`config.mk`:
```
export PLATFORM = sky130hd
export DESIGN_NAME = moving_average_led_level_meter
export DESIGN_NICKNAME = d
export VERILOG_FILES = /design/src/rtl/mavg_pkg.sv /design/src/rtl/moving_average_led_level_meter.sv /design/src/rtl/mavg_cell.sv /design/src/rtl/mavg_div.sv
export VERILOG_INCLUDE_DIRS = /design/src /design/src/rtl
export SDC_FILE = /design/constraint.sdc
export NUM_CORES = 1
export LEC_CHECK = 0
export BUFFER_PORTS_ARGS = -buffer_cell sky130_fd_sc_hd__clkbuf_2
export CAP_MARGIN = 20
export CORE_MARGIN = 2
export CORE_UTILIZATION = 55
export DETAILED_ROUTE_END_ITERATION = 7
export PLACE_DENSITY = 0.72
export SYNTH_ARGS = -nofsm -noshare
export SYNTH_HDL_FRONTEND = slang
export SYNTH_SLANG_ARGS = --single-unit
```
`constraint.sdc`:
```
create_clock -name clk -period 6.5 [get_ports clk]
set_input_delay 0.325 -clock clk [delete_from_list [all_inputs] [get_ports clk]]
set_output_delay 0.325 -clock clk [all_outputs]
set_load 0.05 [all_outputs]
```
`src/rtl/assert_macros.svh`:
```
// Assertion helpers used by the level meter RTL.
`ifndef ASSERT_MACROS_SVH
`define ASSERT_MACROS_SVH

// Clocked check, masked while reset is asserted.
`define ASSERT_CLKRST(lbl, clk, rst_n, prop, msg) \
    lbl: assert property (@(posedge clk) disable iff (!rst_n) prop) else $error(msg);

// Clocked check that also holds during reset.
`define ASSERT_CLK(lbl, clk, prop, msg) \
    lbl: assert property (@(posedge clk) prop) else $error(msg);

`endif

```
`src/rtl/mavg_pkg.sv`:
```
// ----------------------------------------------------------------------------
// mavg_pkg
// Shared types and constants of the moving-average LED level meter.
// ----------------------------------------------------------------------------
package mavg_pkg;

    localparam int SAMPLE_W = 10;   // ADC word
    localparam int CFG_W    = 10;   // widest config register
    localparam int CFG_IDX_W = 2;
    localparam int BAR_W    = 4;
    localparam int MASK_W   = 8;
    localparam int DIV_W    = 10;   // divider denominator / remainder / quotient
    localparam int STEP_W   = 4;    // holds up to DIV_W steps

    typedef enum logic [CFG_IDX_W-1:0] {
        REG_BASELINE = 2'd0,
        REG_NOISE    = 2'd1,
        REG_SENS     = 2'd2
    } cfg_idx_t;

    typedef enum logic [2:0] {
        ST_IDLE,
        ST_AVG_LOAD,
        ST_AVG_RUN,
        ST_MAG,
        ST_LVL_LOAD,
        ST_LVL_RUN,
        ST_DONE
    } state_t;

    typedef struct packed {
        logic              start;
        logic [STEP_W-1:0] steps;
        logic [DIV_W-1:0]  rem0;   // numerator bits above the quotient, < den
        logic [DIV_W-1:0]  bits;   // remaining numerator bits, MSB aligned
        logic [DIV_W-1:0]  den;
    } div_req_t;

    typedef struct packed {
        logic             busy;
        logic             done;
        logic [DIV_W-1:0] quo;
    } div_rsp_t;

endpackage

```
`src/rtl/moving_average_led_level_meter.sv`:
```
// One word at a time: a new input word is accepted only in idle, after the
//   previous result has been loaded into the output register. The bit-serial
//   divider is shared by the average (10 steps) and the bar scaling
//   (clog2(LED_TOTAL+1) steps), which is skipped when the bar saturates.
// Reset (rst_n, async low) clears the sample line, total and fill count;
//   the config registers return to their reset values.
// ----------------------------------------------------------------------------
// moving_average_led_level_meter
// Moving average over a line of sample cells, baseline magnitude, noise gate
// and saturating LED bar scaling with a thermometer mask.
// ----------------------------------------------------------------------------
`include "assert_macros.svh"

module moving_average_led_level_meter
    import mavg_pkg::*;
#(
    parameter int WINDOW_LEN = 24,
    parameter int LED_TOTAL  = 8
)
(
    input  logic                 clk,
    input  logic                 rst_n,
    // configuration write port
    input  logic                 cfg_we,
    input  logic [CFG_IDX_W-1:0] cfg_index,
    input  logic [CFG_W-1:0]     cfg_data,
    // input stream
    input  logic                 s_tvalid,
    output logic                 s_tready,
    input  logic [15:0]          s_tdata,   // [9:0] sample
    // output stream
    output logic                 m_tvalid,
    input  logic                 m_tready,
    output logic [23:0]          m_tdata    // [3:0] bar_level, [11:4] led_mask,
                                            // [21:12] window_average
);

    // running total width: WINDOW_LEN full-scale samples
    localparam int TOT_W  = $clog2(WINDOW_LEN * 1023 + 1);
    // total as divider remainder and numerator bits
    localparam int TOTX_W = SAMPLE_W + DIV_W;
    localparam int CNT_W  = $clog2(WINDOW_LEN + 1);
    // quotient bits of the bar scaling (quotient < LED_TOTAL when unsaturated)
    localparam int LQ     = $clog2(LED_TOTAL + 1);
    localparam int NL_W   = SAMPLE_W + LQ;

    // ---------------- configuration ----------------
    logic [CFG_W-1:0] baseline_reg, baseline_next;
    logic [CFG_W-1:0] noise_reg,    noise_next;
    logic [CFG_W-1:0] sens_reg,     sens_next;

    always_comb
    begin
        baseline_next = baseline_reg;
        noise_next    = noise_reg;
        sens_next     = sens_reg;
        if (cfg_we)
        begin
            case (cfg_index)
                REG_BASELINE: baseline_next = cfg_data;
                REG_NOISE:    noise_next    = cfg_data;
                REG_SENS:     sens_next     = cfg_data;
                default:      ;   // unknown index: dropped
            endcase
        end
    end

    // ---------------- control ----------------
    state_t state_reg, state_next;
    logic   accept;
    logic   sat;
    logic   out_load;
    logic   avg_load;
    logic   mag_load;
    logic   lvl_load;
    logic   lvl_sat_load;

    div_req_t div_req;
    div_rsp_t div_rsp;

    // ---------------- sample line ----------------
    logic [SAMPLE_W-1:0] sample_in;
    logic [SAMPLE_W-1:0] line [WINDOW_LEN+1];

    assign sample_in = s_tdata[SAMPLE_W-1:0];
    assign line[0]   = sample_in;

    // line[WINDOW_LEN] is the word that leaves the window on this accept
    for (genvar g = 0; g < WINDOW_LEN; g++)
    begin : g_cell
        mavg_cell u_cell
        (
            .clk   (clk),
            .rst_n (rst_n),
            .shift (accept),
            .din   (line[g]),
            .dout  (line[g+1])
        );
    end

    logic [TOT_W-1:0] total_reg, total_next;
    logic [CNT_W-1:0] fill_reg,  fill_next;

    always_comb
    begin
        total_next = total_reg;
        fill_next  = fill_reg;
        if (accept)
        begin
            total_next = TOT_W'(total_reg - TOT_W'(line[WINDOW_LEN]) + TOT_W'(sample_in));
            if (fill_reg < CNT_W'(WINDOW_LEN))
            begin
                fill_next = fill_reg + 1'b1;
            end
        end
    end

    // ---------------- datapath ----------------
    logic [SAMPLE_W-1:0] avg_reg;
    logic [SAMPLE_W-1:0] mag_reg;
    logic [LQ-1:0]       level_reg;
    logic [SAMPLE_W-1:0] mag_raw;
    logic [SAMPLE_W-1:0] mag_gated;
    logic [CFG_W-1:0]    div_eff;
    logic [TOTX_W-1:0]   tot_x;
    logic [NL_W-1:0]     lvl_num;

    always_comb
    begin
        mag_raw   = (avg_reg >= baseline_reg) ? avg_reg - baseline_reg
                                              : baseline_reg - avg_reg;
        mag_gated = (mag_raw < noise_reg) ? '0 : mag_raw;
        div_eff   = (sens_reg == '0) ? CFG_W'(1) : sens_reg;
        sat       = (mag_reg >= div_eff);
        tot_x     = TOTX_W'(total_reg);
        lvl_num   = NL_W'(mag_reg) * NL_W'(LED_TOTAL);
    end

    // next state
    always_comb
    begin
        state_next = state_reg;
        case (state_reg)
            ST_IDLE:     if (s_tvalid) state_next = ST_AVG_LOAD;
            ST_AVG_LOAD: state_next = ST_AVG_RUN;
            ST_AVG_RUN:  if (div_rsp.done) state_next = ST_MAG;
            ST_MAG:      state_next = ST_LVL_LOAD;
            ST_LVL_LOAD: state_next = sat ? ST_DONE : ST_LVL_RUN;
            ST_LVL_RUN:  if (div_rsp.done) state_next = ST_DONE;
            ST_DONE:     if (!m_tvalid || m_tready) state_next = ST_IDLE;
            default:     state_next = ST_IDLE;
        endcase
    end

    // state outputs
    always_comb
    begin
        s_tready     = 1'b0;
        avg_load     = 1'b0;
        mag_load     = 1'b0;
        lvl_load     = 1'b0;
        lvl_sat_load = 1'b0;
        out_load     = 1'b0;
        div_req      = '0;
        case (state_reg)
            ST_IDLE:
            begin
                s_tready = 1'b1;
            end
            ST_AVG_LOAD:
            begin
                // total / fill; total >> 10 < fill since every word is < 1024
                div_req.start = 1'b1;
                div_req.steps = STEP_W'(SAMPLE_W);
                div_req.rem0  = tot_x[SAMPLE_W +: DIV_W];
                div_req.bits  = DIV_W'(tot_x[SAMPLE_W-1:0]);
                div_req.den   = DIV_W'(fill_reg);
            end
            ST_AVG_RUN:
            begin
                avg_load = div_rsp.done;
            end
            ST_MAG:
            begin
                mag_load = 1'b1;
            end
            ST_LVL_LOAD:
            begin
                // mag * LED_TOTAL / div; only run when the quotient stays below LED_TOTAL
                lvl_sat_load  = sat;
                div_req.start = !sat;
                div_req.steps = STEP_W'(LQ);
                div_req.rem0  = lvl_num[NL_W-1:LQ];
                div_req.bits  = {lvl_num[LQ-1:0], (DIV_W-LQ)'(0)};
                div_req.den   = div_eff;
            end
            ST_LVL_RUN:
            begin
                lvl_load = div_rsp.done;
            end
            ST_DONE:
            begin
                out_load = !m_tvalid || m_tready;
            end
            default: ;
        endcase
    end

    assign accept = s_tvalid && s_tready;

    mavg_div u_div
    (
        .clk   (clk),
        .rst_n (rst_n),
        .req   (div_req),
        .rsp   (div_rsp)
    );

    // ---------------- output register ----------------
    logic                m_tvalid_reg, m_tvalid_next;
    logic [BAR_W-1:0]    bar_reg;
    logic [MASK_W-1:0]   mask_reg;
    logic [SAMPLE_W-1:0] wavg_reg;
    logic [MASK_W-1:0]   mask_comb;

    always_comb
    begin
        for (int i = 0; i < MASK_W; i++)
        begin
            mask_comb[i] = (int'(level_reg) > i);
        end
        m_tvalid_next = m_tvalid_reg;
        if (out_load)
        begin
            m_tvalid_next = 1'b1;
        end
        else if (m_tready)
        begin
            m_tvalid_next = 1'b0;
        end
    end

    always_ff @(posedge clk or negedge rst_n)
    begin
        if (!rst_n)
        begin
            state_reg    <= ST_IDLE;
            baseline_reg <= CFG_W'(0);
            noise_reg    <= CFG_W'(1);
            sens_reg     <= CFG_W'(3);
            total_reg    <= '0;
            fill_reg     <= '0;
            m_tvalid_reg <= 1'b0;
        end
        else
        begin
            state_reg    <= state_next;
            baseline_reg <= baseline_next;
            noise_reg    <= noise_next;
            sens_reg     <= sens_next;
            total_reg    <= total_next;
            fill_reg     <= fill_next;
            m_tvalid_reg <= m_tvalid_next;
        end
    end

    always_ff @(posedge clk)
    begin
        if (avg_load)
        begin
            avg_reg <= div_rsp.quo;
        end
        if (mag_load)
        begin
            mag_reg <= mag_gated;
        end
        if (lvl_sat_load)
        begin
            level_reg <= LQ'(LED_TOTAL);
        end
        else if (lvl_load)
        begin
            level_reg <= div_rsp.quo[LQ-1:0];
        end
        if (out_load)
        begin
            bar_reg  <= BAR_W'(level_reg);
            mask_reg <= mask_comb;
            wavg_reg <= avg_reg;
        end
    end

    assign m_tvalid = m_tvalid_reg;
    assign m_tdata  = {2'b00, wavg_reg, mask_reg, bar_reg};

    // ---------------- checks ----------------
    logic lvl_done;
    logic lvl_over;

    assign lvl_done = (state_reg == ST_LVL_RUN) && div_rsp.done;
    assign lvl_over = (div_rsp.quo >= DIV_W'(LED_TOTAL));

    `ASSERT_CLKRST(a_idle_div_quiet, clk, rst_n, s_tready |-> !div_rsp.busy, "div busy in idle")
    `ASSERT_CLK(a_fill_bound, clk, fill_reg <= CNT_W'(WINDOW_LEN), "fill count past window")
    `ASSERT_CLKRST(a_accept_starts, clk, rst_n, accept |=> state_reg == ST_AVG_LOAD, "no avg start")
    `ASSERT_CLKRST(a_lvl_unsat, clk, rst_n, lvl_done |-> !lvl_over, "unsaturated bar at LED count")

endmodule

```
`src/rtl/mavg_cell.sv`:
```
// ----------------------------------------------------------------------------
// mavg_cell
// One stage of the sample line: holds a sample, passes it on at each shift.
// ----------------------------------------------------------------------------
module mavg_cell
    import mavg_pkg::*;
(
    input  logic                clk,
    input  logic                rst_n,
    input  logic                shift,
    input  logic [SAMPLE_W-1:0] din,
    output logic [SAMPLE_W-1:0] dout
);

    logic [SAMPLE_W-1:0] data_reg;
    logic [SAMPLE_W-1:0] data_next;

    always_comb
    begin
        data_next = shift ? din : data_reg;
    end

    always_ff @(posedge clk or negedge rst_n)
    begin
        if (!rst_n)
        begin
            data_reg <= '0;
        end
        else
        begin
            data_reg <= data_next;
        end
    end

    assign dout = data_reg;

endmodule

```
`src/rtl/mavg_div.sv`:
```
// ----------------------------------------------------------------------------
// mavg_div
// Bit-serial restoring divider, one quotient bit per cycle.
// ----------------------------------------------------------------------------
module mavg_div
    import mavg_pkg::*;
(
    input  logic     clk,
    input  logic     rst_n,
    input  div_req_t req,
    output div_rsp_t rsp
);

    logic              busy_reg,  busy_next;
    logic              done_reg,  done_next;
    logic [STEP_W-1:0] cnt_reg,   cnt_next;
    logic [DIV_W-1:0]  rem_reg,   rem_next;
    logic [DIV_W-1:0]  bits_reg,  bits_next;
    logic [DIV_W-1:0]  quo_reg,   quo_next;
    logic [DIV_W-1:0]  den_reg,   den_next;
    logic [DIV_W:0]    trial;
    logic              ge;

    always_comb
    begin
        trial     = {rem_reg, bits_reg[DIV_W-1]};
        ge        = (trial >= {1'b0, den_reg});
        busy_next = busy_reg;
        done_next = 1'b0;
        cnt_next  = cnt_reg;
        rem_next  = rem_reg;
        bits_next = bits_reg;
        quo_next  = quo_reg;
        den_next  = den_reg;
        if (req.start)
        begin
            rem_next  = req.rem0;
            bits_next = req.bits;
            den_next  = req.den;
            quo_next  = '0;
            cnt_next  = req.steps;
            busy_next = (req.steps != '0);
            done_next = (req.steps == '0);
        end
        else if (busy_reg)
        begin
            rem_next  = ge ? DIV_W'(trial - {1'b0, den_reg}) : trial[DIV_W-1:0];
            bits_next = {bits_reg[DIV_W-2:0], 1'b0};
            quo_next  = {quo_reg[DIV_W-2:0], ge};
            cnt_next  = cnt_reg - 1'b1;
            if (cnt_reg == STEP_W'(1))
            begin
                busy_next = 1'b0;
                done_next = 1'b1;
            end
        end
    end

    always_ff @(posedge clk or negedge rst_n)
    begin
        if (!rst_n)
        begin
            busy_reg <= 1'b0;
            done_reg <= 1'b0;
            cnt_reg  <= '0;
        end
        else
        begin
            busy_reg <= busy_next;
            done_reg <= done_next;
            cnt_reg  <= cnt_next;
        end
    end

    always_ff @(posedge clk)
    begin
        rem_reg  <= rem_next;
        bits_reg <= bits_next;
        quo_reg  <= quo_next;
        den_reg  <= den_next;
    end

    assign rsp.busy = busy_reg;
    assign rsp.done = done_reg;
    assign rsp.quo  = quo_reg;

endmodule

```
# == Yosys cells after proc, flatten, opt, wreduce, memory -nomap -nowiden ==
# Index checks and enable logic that the tools add are counted.
# classes
reduce_logical,16
n_addsub,7
n_bitwise,0
div_mod_pow,0
order_cmp,13
shift,0
eq_ne,13
n_mux,30
mul,0
# op_table
op,count
$mux 10,7
$pmux 35 s2,1
$sub 10x10->10,3
$pmux 3 s7,1
$ge 10x10->1,2
$gt 4x3->1 const B,4
$add 15x10->15,1
$sub 15x10->15,1
$mux 1,14
$mux 3,4
$ge 11x10->1,1
$logic_not 10->1,1
$lt 10x10->1,1
$eq 3x3->1 const B,3
$gt 4x1->1 const B,2
$gt 4x2->1 const B,2
$mux 4,2
$reduce_and 2->1,4
$eq 3x2->1 const B,2
$add 5x1->5 const B,1
$lt 5x5->1 const B,1
$eq 4x1->1 const B,1
$logic_not 4->1,1
$ne 2x1->1 const B,2
14 further kinds,17
# word_totals
elab_cells,123
mem_count,0
ram_bits,0
in_bits,33
latchBits,0
output_inout_bits,26
mem_bits_ro,0
regBits,386

# == Depth between registers and ports, before layout ==
# depth
ltp_word,7
mapped_depth,19
ltp_nobuf,17

# == By module ==
# Synthesis repeated with hierarchy kept, for this count alone.
# unflattened
hier_cells,1350
hier_area_um2,18582.8
# by_module_without_submodules
module,area_each_um2,seq_area_each_um2,cells_each,n_inst
mavg_cell,411.6,250.2,21,24
moving_average_led_level_meter,6319.8,2696.3,633,1
mavg_div,2383.5,1251.2,213,1

# == Worst setup path before layout ==
# No wires, ideal clock.
# synth_timing
path_type,reg-to-reg
start,register avg_reg[0]
end,"register mag_reg[6], data pin"
n_path_buf,2
stages_incl_launch_ff,20
synth_period_minus_slack_ps,3953
required_time_ps,6230
arrival_ps,3684
setup_slack_ps,2547
path_cell_list,edfxtp_1 inv_1 ha_1 inv_1 fa_1 a21o_1 a221oi_4 a21o_2 nand2_2 buf_6 mux2i_2 xnor2_1 ha_1 a21o_1 a31oi_1 o21ai_1 a311o_1 clkbuf_1 nor2_1 a2111oi_1
# synth_between
elab_chain_cells,3
# synth_rtl
item,line_no,text
"start, declared",moving_average_led_level_meter.sv:119,logic [SAMPLE_W-1:0] avg_reg;
"start signal, assigned",moving_average_led_level_meter.sv:271,avg_reg <= div_rsp.quo;
"$sub 10x10->10, or another cell as far along",moving_average_led_level_meter.sv:131,: baseline_reg - avg_reg;
$mux 10 (*),moving_average_led_level_meter.sv:130,mag_raw = (avg_reg >= baseline_reg) ? avg_reg - baseline_reg
named net mag_raw[2],moving_average_led_level_meter.sv:122,logic [SAMPLE_W-1:0] mag_raw;
$lt 10x10->1 (*),moving_average_led_level_meter.sv:132,mag_gated = (mag_raw < noise_reg) ? '0 : mag_raw;
"end signal, assigned",moving_average_led_level_meter.sv:275,mag_reg <= mag_gated;
"end, declared",moving_average_led_level_meter.sv:120,logic [SAMPLE_W-1:0] mag_reg;
# The timed path passes the listed nets; every way through them passes the cells marked *.
# A chain may end at the register's enable or synchronous reset.

# == Worst setup path after layout ==
# Ends and elaborated chain as after synthesis.

==> implementation parameters <==
Parameter                              Value

Setup path
  Reg-to-reg setup timing slack ... 1.82 ns
  Worst r2r dst ... mag_reg[6]
  Launching point of the worst reg2reg path ... avg_reg[0]
  Number of cells on the worst reg-to-reg path ... 17
  Worst setup path class ... flop to flop
  CP Launch Point ... avg_reg[0]
  Maximum fanout count along the critical path ... 11
  Termination of the worst setup path ... mag_reg[6]
  Data required time of the critical path ... 6.76 ns
  Crit. End Element ... flop
  CP arrival ... 4.94 ns
  Critical path launch point type ... flop

CTS
  Number of buffers on the longest clock path ... 3
  H-tree levels ... 2
  Number of buffers inserted during clock tree synthesis ... 41
  Clock sink count ... 386
  Clock tree root buffer cell ... sky130_fd_sc_hd__clkbuf_16
  Quantity of hold-fixing buffers added after cts ... 1
  Clock network latency to the later pin of the worst-skew pair ... 0.53 ns
  Post-cts repair resize count ... 0
  Post-CTS repair timing setup buffer count ... 0
  CTS tree ... yes
  Clock transition time at the flip-flop clock pins of the worst setup and hold paths ... 0.07 ns

Synthesis
  Synthesis-stage register bit count ... 386
  Area contributors post-synth ... sky130_fd_sc_hd__dfrtp_1 42%, sky130_fd_sc_hd__nand2_1 16%, sky130_fd_sc_hd__edfxtp_1 12%
  Area share of the largest cell type after synthesis ... 0.424
  Sequential element share of the synthesized area ... 0.567
  Post-synthesis instance area ... 17500 um^2
  Main flop type after synthesis ... sky130_fd_sc_hd__dfrtp_1
  Number of enable flip-flop cells after synthesis ... 72
  Number of warnings reported in the yosys synthesis log ... 0
  Post-Synthesis Cells ... 1834
  Share of async-settable or async-resettable flops after synthesis ... 0.777
  Number of distinct library cell variants in the gate-level netlist after synthesis ... 73
  Average cell area after synthesis ... 9.56 um^2
  Dominant cell type by area after synthesis ... sky130_fd_sc_hd__dfrtp_1

Global routing
  Vias in the first global route ... 11800
  First-pass GRT wire length ... 57.1 mm
  Global-route usage over all layers ... 0.207
  Number of antenna violations at the first check in global routing ... 0
  Largest net degree at the start of global routing ... 175
  Total congestion overflow ... 0

Floorplan
  Die Height ... 183 um
  Core Footprint ... 31500 um^2
  Initial cell density of the core ... 0.557
  Die footprint ... 33300 um^2
  I/O pin total ... 59
  Std cell rows ... 65
  Die extent in x ... 183 um

STA
  Fin. max-slew vios ... 0
  Tmin final ... 4.68 ns
  Clk_skew ... 0.0134 ns
  Finish-stage setup viols ... 0
  Measured slew at the worst slew-check pin ... 1.09 ns
  Unrepaired setup endpoints after global routing ... no
  Final Hold Viols ... 0
  Headroom to the max-slew limit ... 0.274
  FMAX ... 214 MHz
  Ratio of final minimum period to clock period ... 0.720
  Setup TNS ... 0 ns

Power
  Leakage Power ... 0.0103 uW
  IR Drop Worst-Case VDD ... 0.217 mV
  Areal power density over the cells ... 275 nW/um^2

Outcome
  Status ... finished, final reports clean

Cells and area
  Proportion of layout cells with a drive suffix above 1 ... 0.0902
  Sequential cell area ... 9950 um^2
  Number of filler instances in the final layout ... 2594
  ANT cells ... 0
  Total area of multi-input combinational cells ... 6840 um^2
  Number of flip-flops in the largest register ... 240
  Nets ... 1964
  Core occupancy in the finished layout ... 0.618
  Area added between synthesis and finish ... 10.9%

Routing
  Final routed DRC violation total ... 0
  Violation count after the first detailed-routing iteration ... 923
  Initial DRT Pass Iterations ... 7
  Routed WL ... 33.0 mm
  Drt via density ... 5.28
  Antenna viol nets, final ... 0
  Routed vias ... 12100
  Detail-routed net length per standard cell ... 14.5 um

Place
  Number of buffers inserted by port buffering ... 50
  Global placer's final weighted congestion ... 0.910
  Post-detailed-placement half-perimeter wirelength ... 21.0 mm

Hold path
  Class of the most critical hold timing path ... input port to flop

Run
  Max-Cap Viols ... 0
[cell families after synthesis]
family | synth area share
mux | 0.0338
other cells | 0.000214
flops | 0.567
xor+xnor | 0.0115
buf+inv | 0.0439
compound gates | 0.0793
fa+ha+maj | 0.0619
simple gates | 0.202
[cell usage after synthesis, types with 9 or more instances]
cell type and count:
sky130_fd_sc_hd__dfrtp_1 297, sky130_fd_sc_hd__clkbuf_1 63, sky130_fd_sc_hd__ha_1 66, sky130_fd_sc_hd__nor3_1 11, sky130_fd_sc_hd__mux2_2 22, sky130_fd_sc_hd__a22o_1 9, sky130_fd_sc_hd__nand2_1 759, sky130_fd_sc_hd__inv_1 105
sky130_fd_sc_hd__o21ai_0 50, sky130_fd_sc_hd__a21o_1 25, sky130_fd_sc_hd__a31oi_1 9, sky130_fd_sc_hd__nor2b_1 10, sky130_fd_sc_hd__mux2i_1 27, sky130_fd_sc_hd__a21oi_1 38, sky130_fd_sc_hd__buf_2 10, sky130_fd_sc_hd__fa_1 13
sky130_fd_sc_hd__dfxtp_1 14, sky130_fd_sc_hd__o21ai_1 16, sky130_fd_sc_hd__xnor2_1 12, sky130_fd_sc_hd__nor2_1 46, sky130_fd_sc_hd__xor2_1 11, sky130_fd_sc_hd__edfxtp_1 72
[critical path, cell delays in order, from the launching register on]
cell	delay [ns]
sky130_fd_sc_hd__edfxtp_1	0.45
sky130_fd_sc_hd__inv_1	0.09
sky130_fd_sc_hd__ha_1	0.17
sky130_fd_sc_hd__inv_1	0.06
sky130_fd_sc_hd__fa_1	0.40
sky130_fd_sc_hd__a21o_1	0.21
sky130_fd_sc_hd__a221oi_4	0.33
sky130_fd_sc_hd__a21o_2	0.22
sky130_fd_sc_hd__nand2_2	0.19
sky130_fd_sc_hd__mux2i_2	0.33
sky130_fd_sc_hd__xnor2_1	0.17
sky130_fd_sc_hd__ha_1	0.27
sky130_fd_sc_hd__a21o_1	0.18
sky130_fd_sc_hd__a31oi_1	0.18
sky130_fd_sc_hd__o21ai_1	0.12
sky130_fd_sc_hd__a311o_1	0.51
sky130_fd_sc_hd__nor2_1	0.40
sky130_fd_sc_hd__a2111oi_1	0.12
[report_power, final]
group / switching, uW / internal (uW)
clock: 943 / 1430
combinational: 276 / 176
sequential: 23.4 / 2500
[area by class of cell]
class,count,share of cell area
Tap cell,402,0.0259
Timing Repair Buffer,60,0.0186
Sequential cell,386,0.512
Clock inverter,16,0.00875
Clock buffer,59,0.0626
Inverter,106,0.0205
Multi-Input combinational cell,1257,0.352
[layout by cell type (no fill, tap or decap), types with 22 or more instances in the layout]
| cell | instances |
|---|---|
| sky130_fd_sc_hd__nand2_1 | 758 |
| sky130_fd_sc_hd__dfrtp_1 | 297 |
| sky130_fd_sc_hd__inv_1 | 105 |
| sky130_fd_sc_hd__edfxtp_1 | 72 |
| sky130_fd_sc_hd__ha_1 | 66 |
| sky130_fd_sc_hd__o21ai_0 | 50 |
| sky130_fd_sc_hd__clkbuf_2 | 49 |
| sky130_fd_sc_hd__nor2_1 | 45 |
| sky130_fd_sc_hd__clkbuf_16 | 44 |
| sky130_fd_sc_hd__a21oi_1 | 38 |
| sky130_fd_sc_hd__mux2i_1 | 27 |
| sky130_fd_sc_hd__a21o_1 | 25 |
| sky130_fd_sc_hd__mux2_2 | 22 |
[metal layers]
metal,wire (um),vias to the layer above,track usage,part of all wire
met5,0,-,0,0
met4,850,0,0.0681,0.026
met3,1200,59,0.0277,0.036
met2,15300,204,0.327,0.46
met1,15700,5814,0.300,0.47
li1,-,5991,-,-
[how the worst min path moves through the flow]
stage,startpoint,end,depth (start not counted)
4_1_cts,s_tdata[0],g_cell[0].u_cell.dout[0],3
5_1_grt,s_tdata[0],g_cell[0].u_cell.dout[0],3
2_1_floorplan,rst_n,baseline_reg[0],0
3_5_place_dp,u_div.quo_reg[9],avg_reg[9],0
6_report,s_tdata[0],g_cell[0].u_cell.dout[0],3
3_3_place_gp,u_div.quo_reg[9],avg_reg[9],0
[per-stage QoR]
stage	std cells	setup slack [ns]	area, um^2	total power [uW]	hold WS (ns)
final	2286	1.82	19400	5350	0.0326
after global routing	2286	1.55	19400	5570	0.0255
after CTS	2283	1.86	19400	5400	0.0152
after detailed placement	2207	1.89	18000	3020	0.426
after global placement	2207	2.00	18000	3000	0.414
after floorplan	1835	2.55	17500	2880	0.0294
No activity file was read; power rests on OpenSTA's default activity.
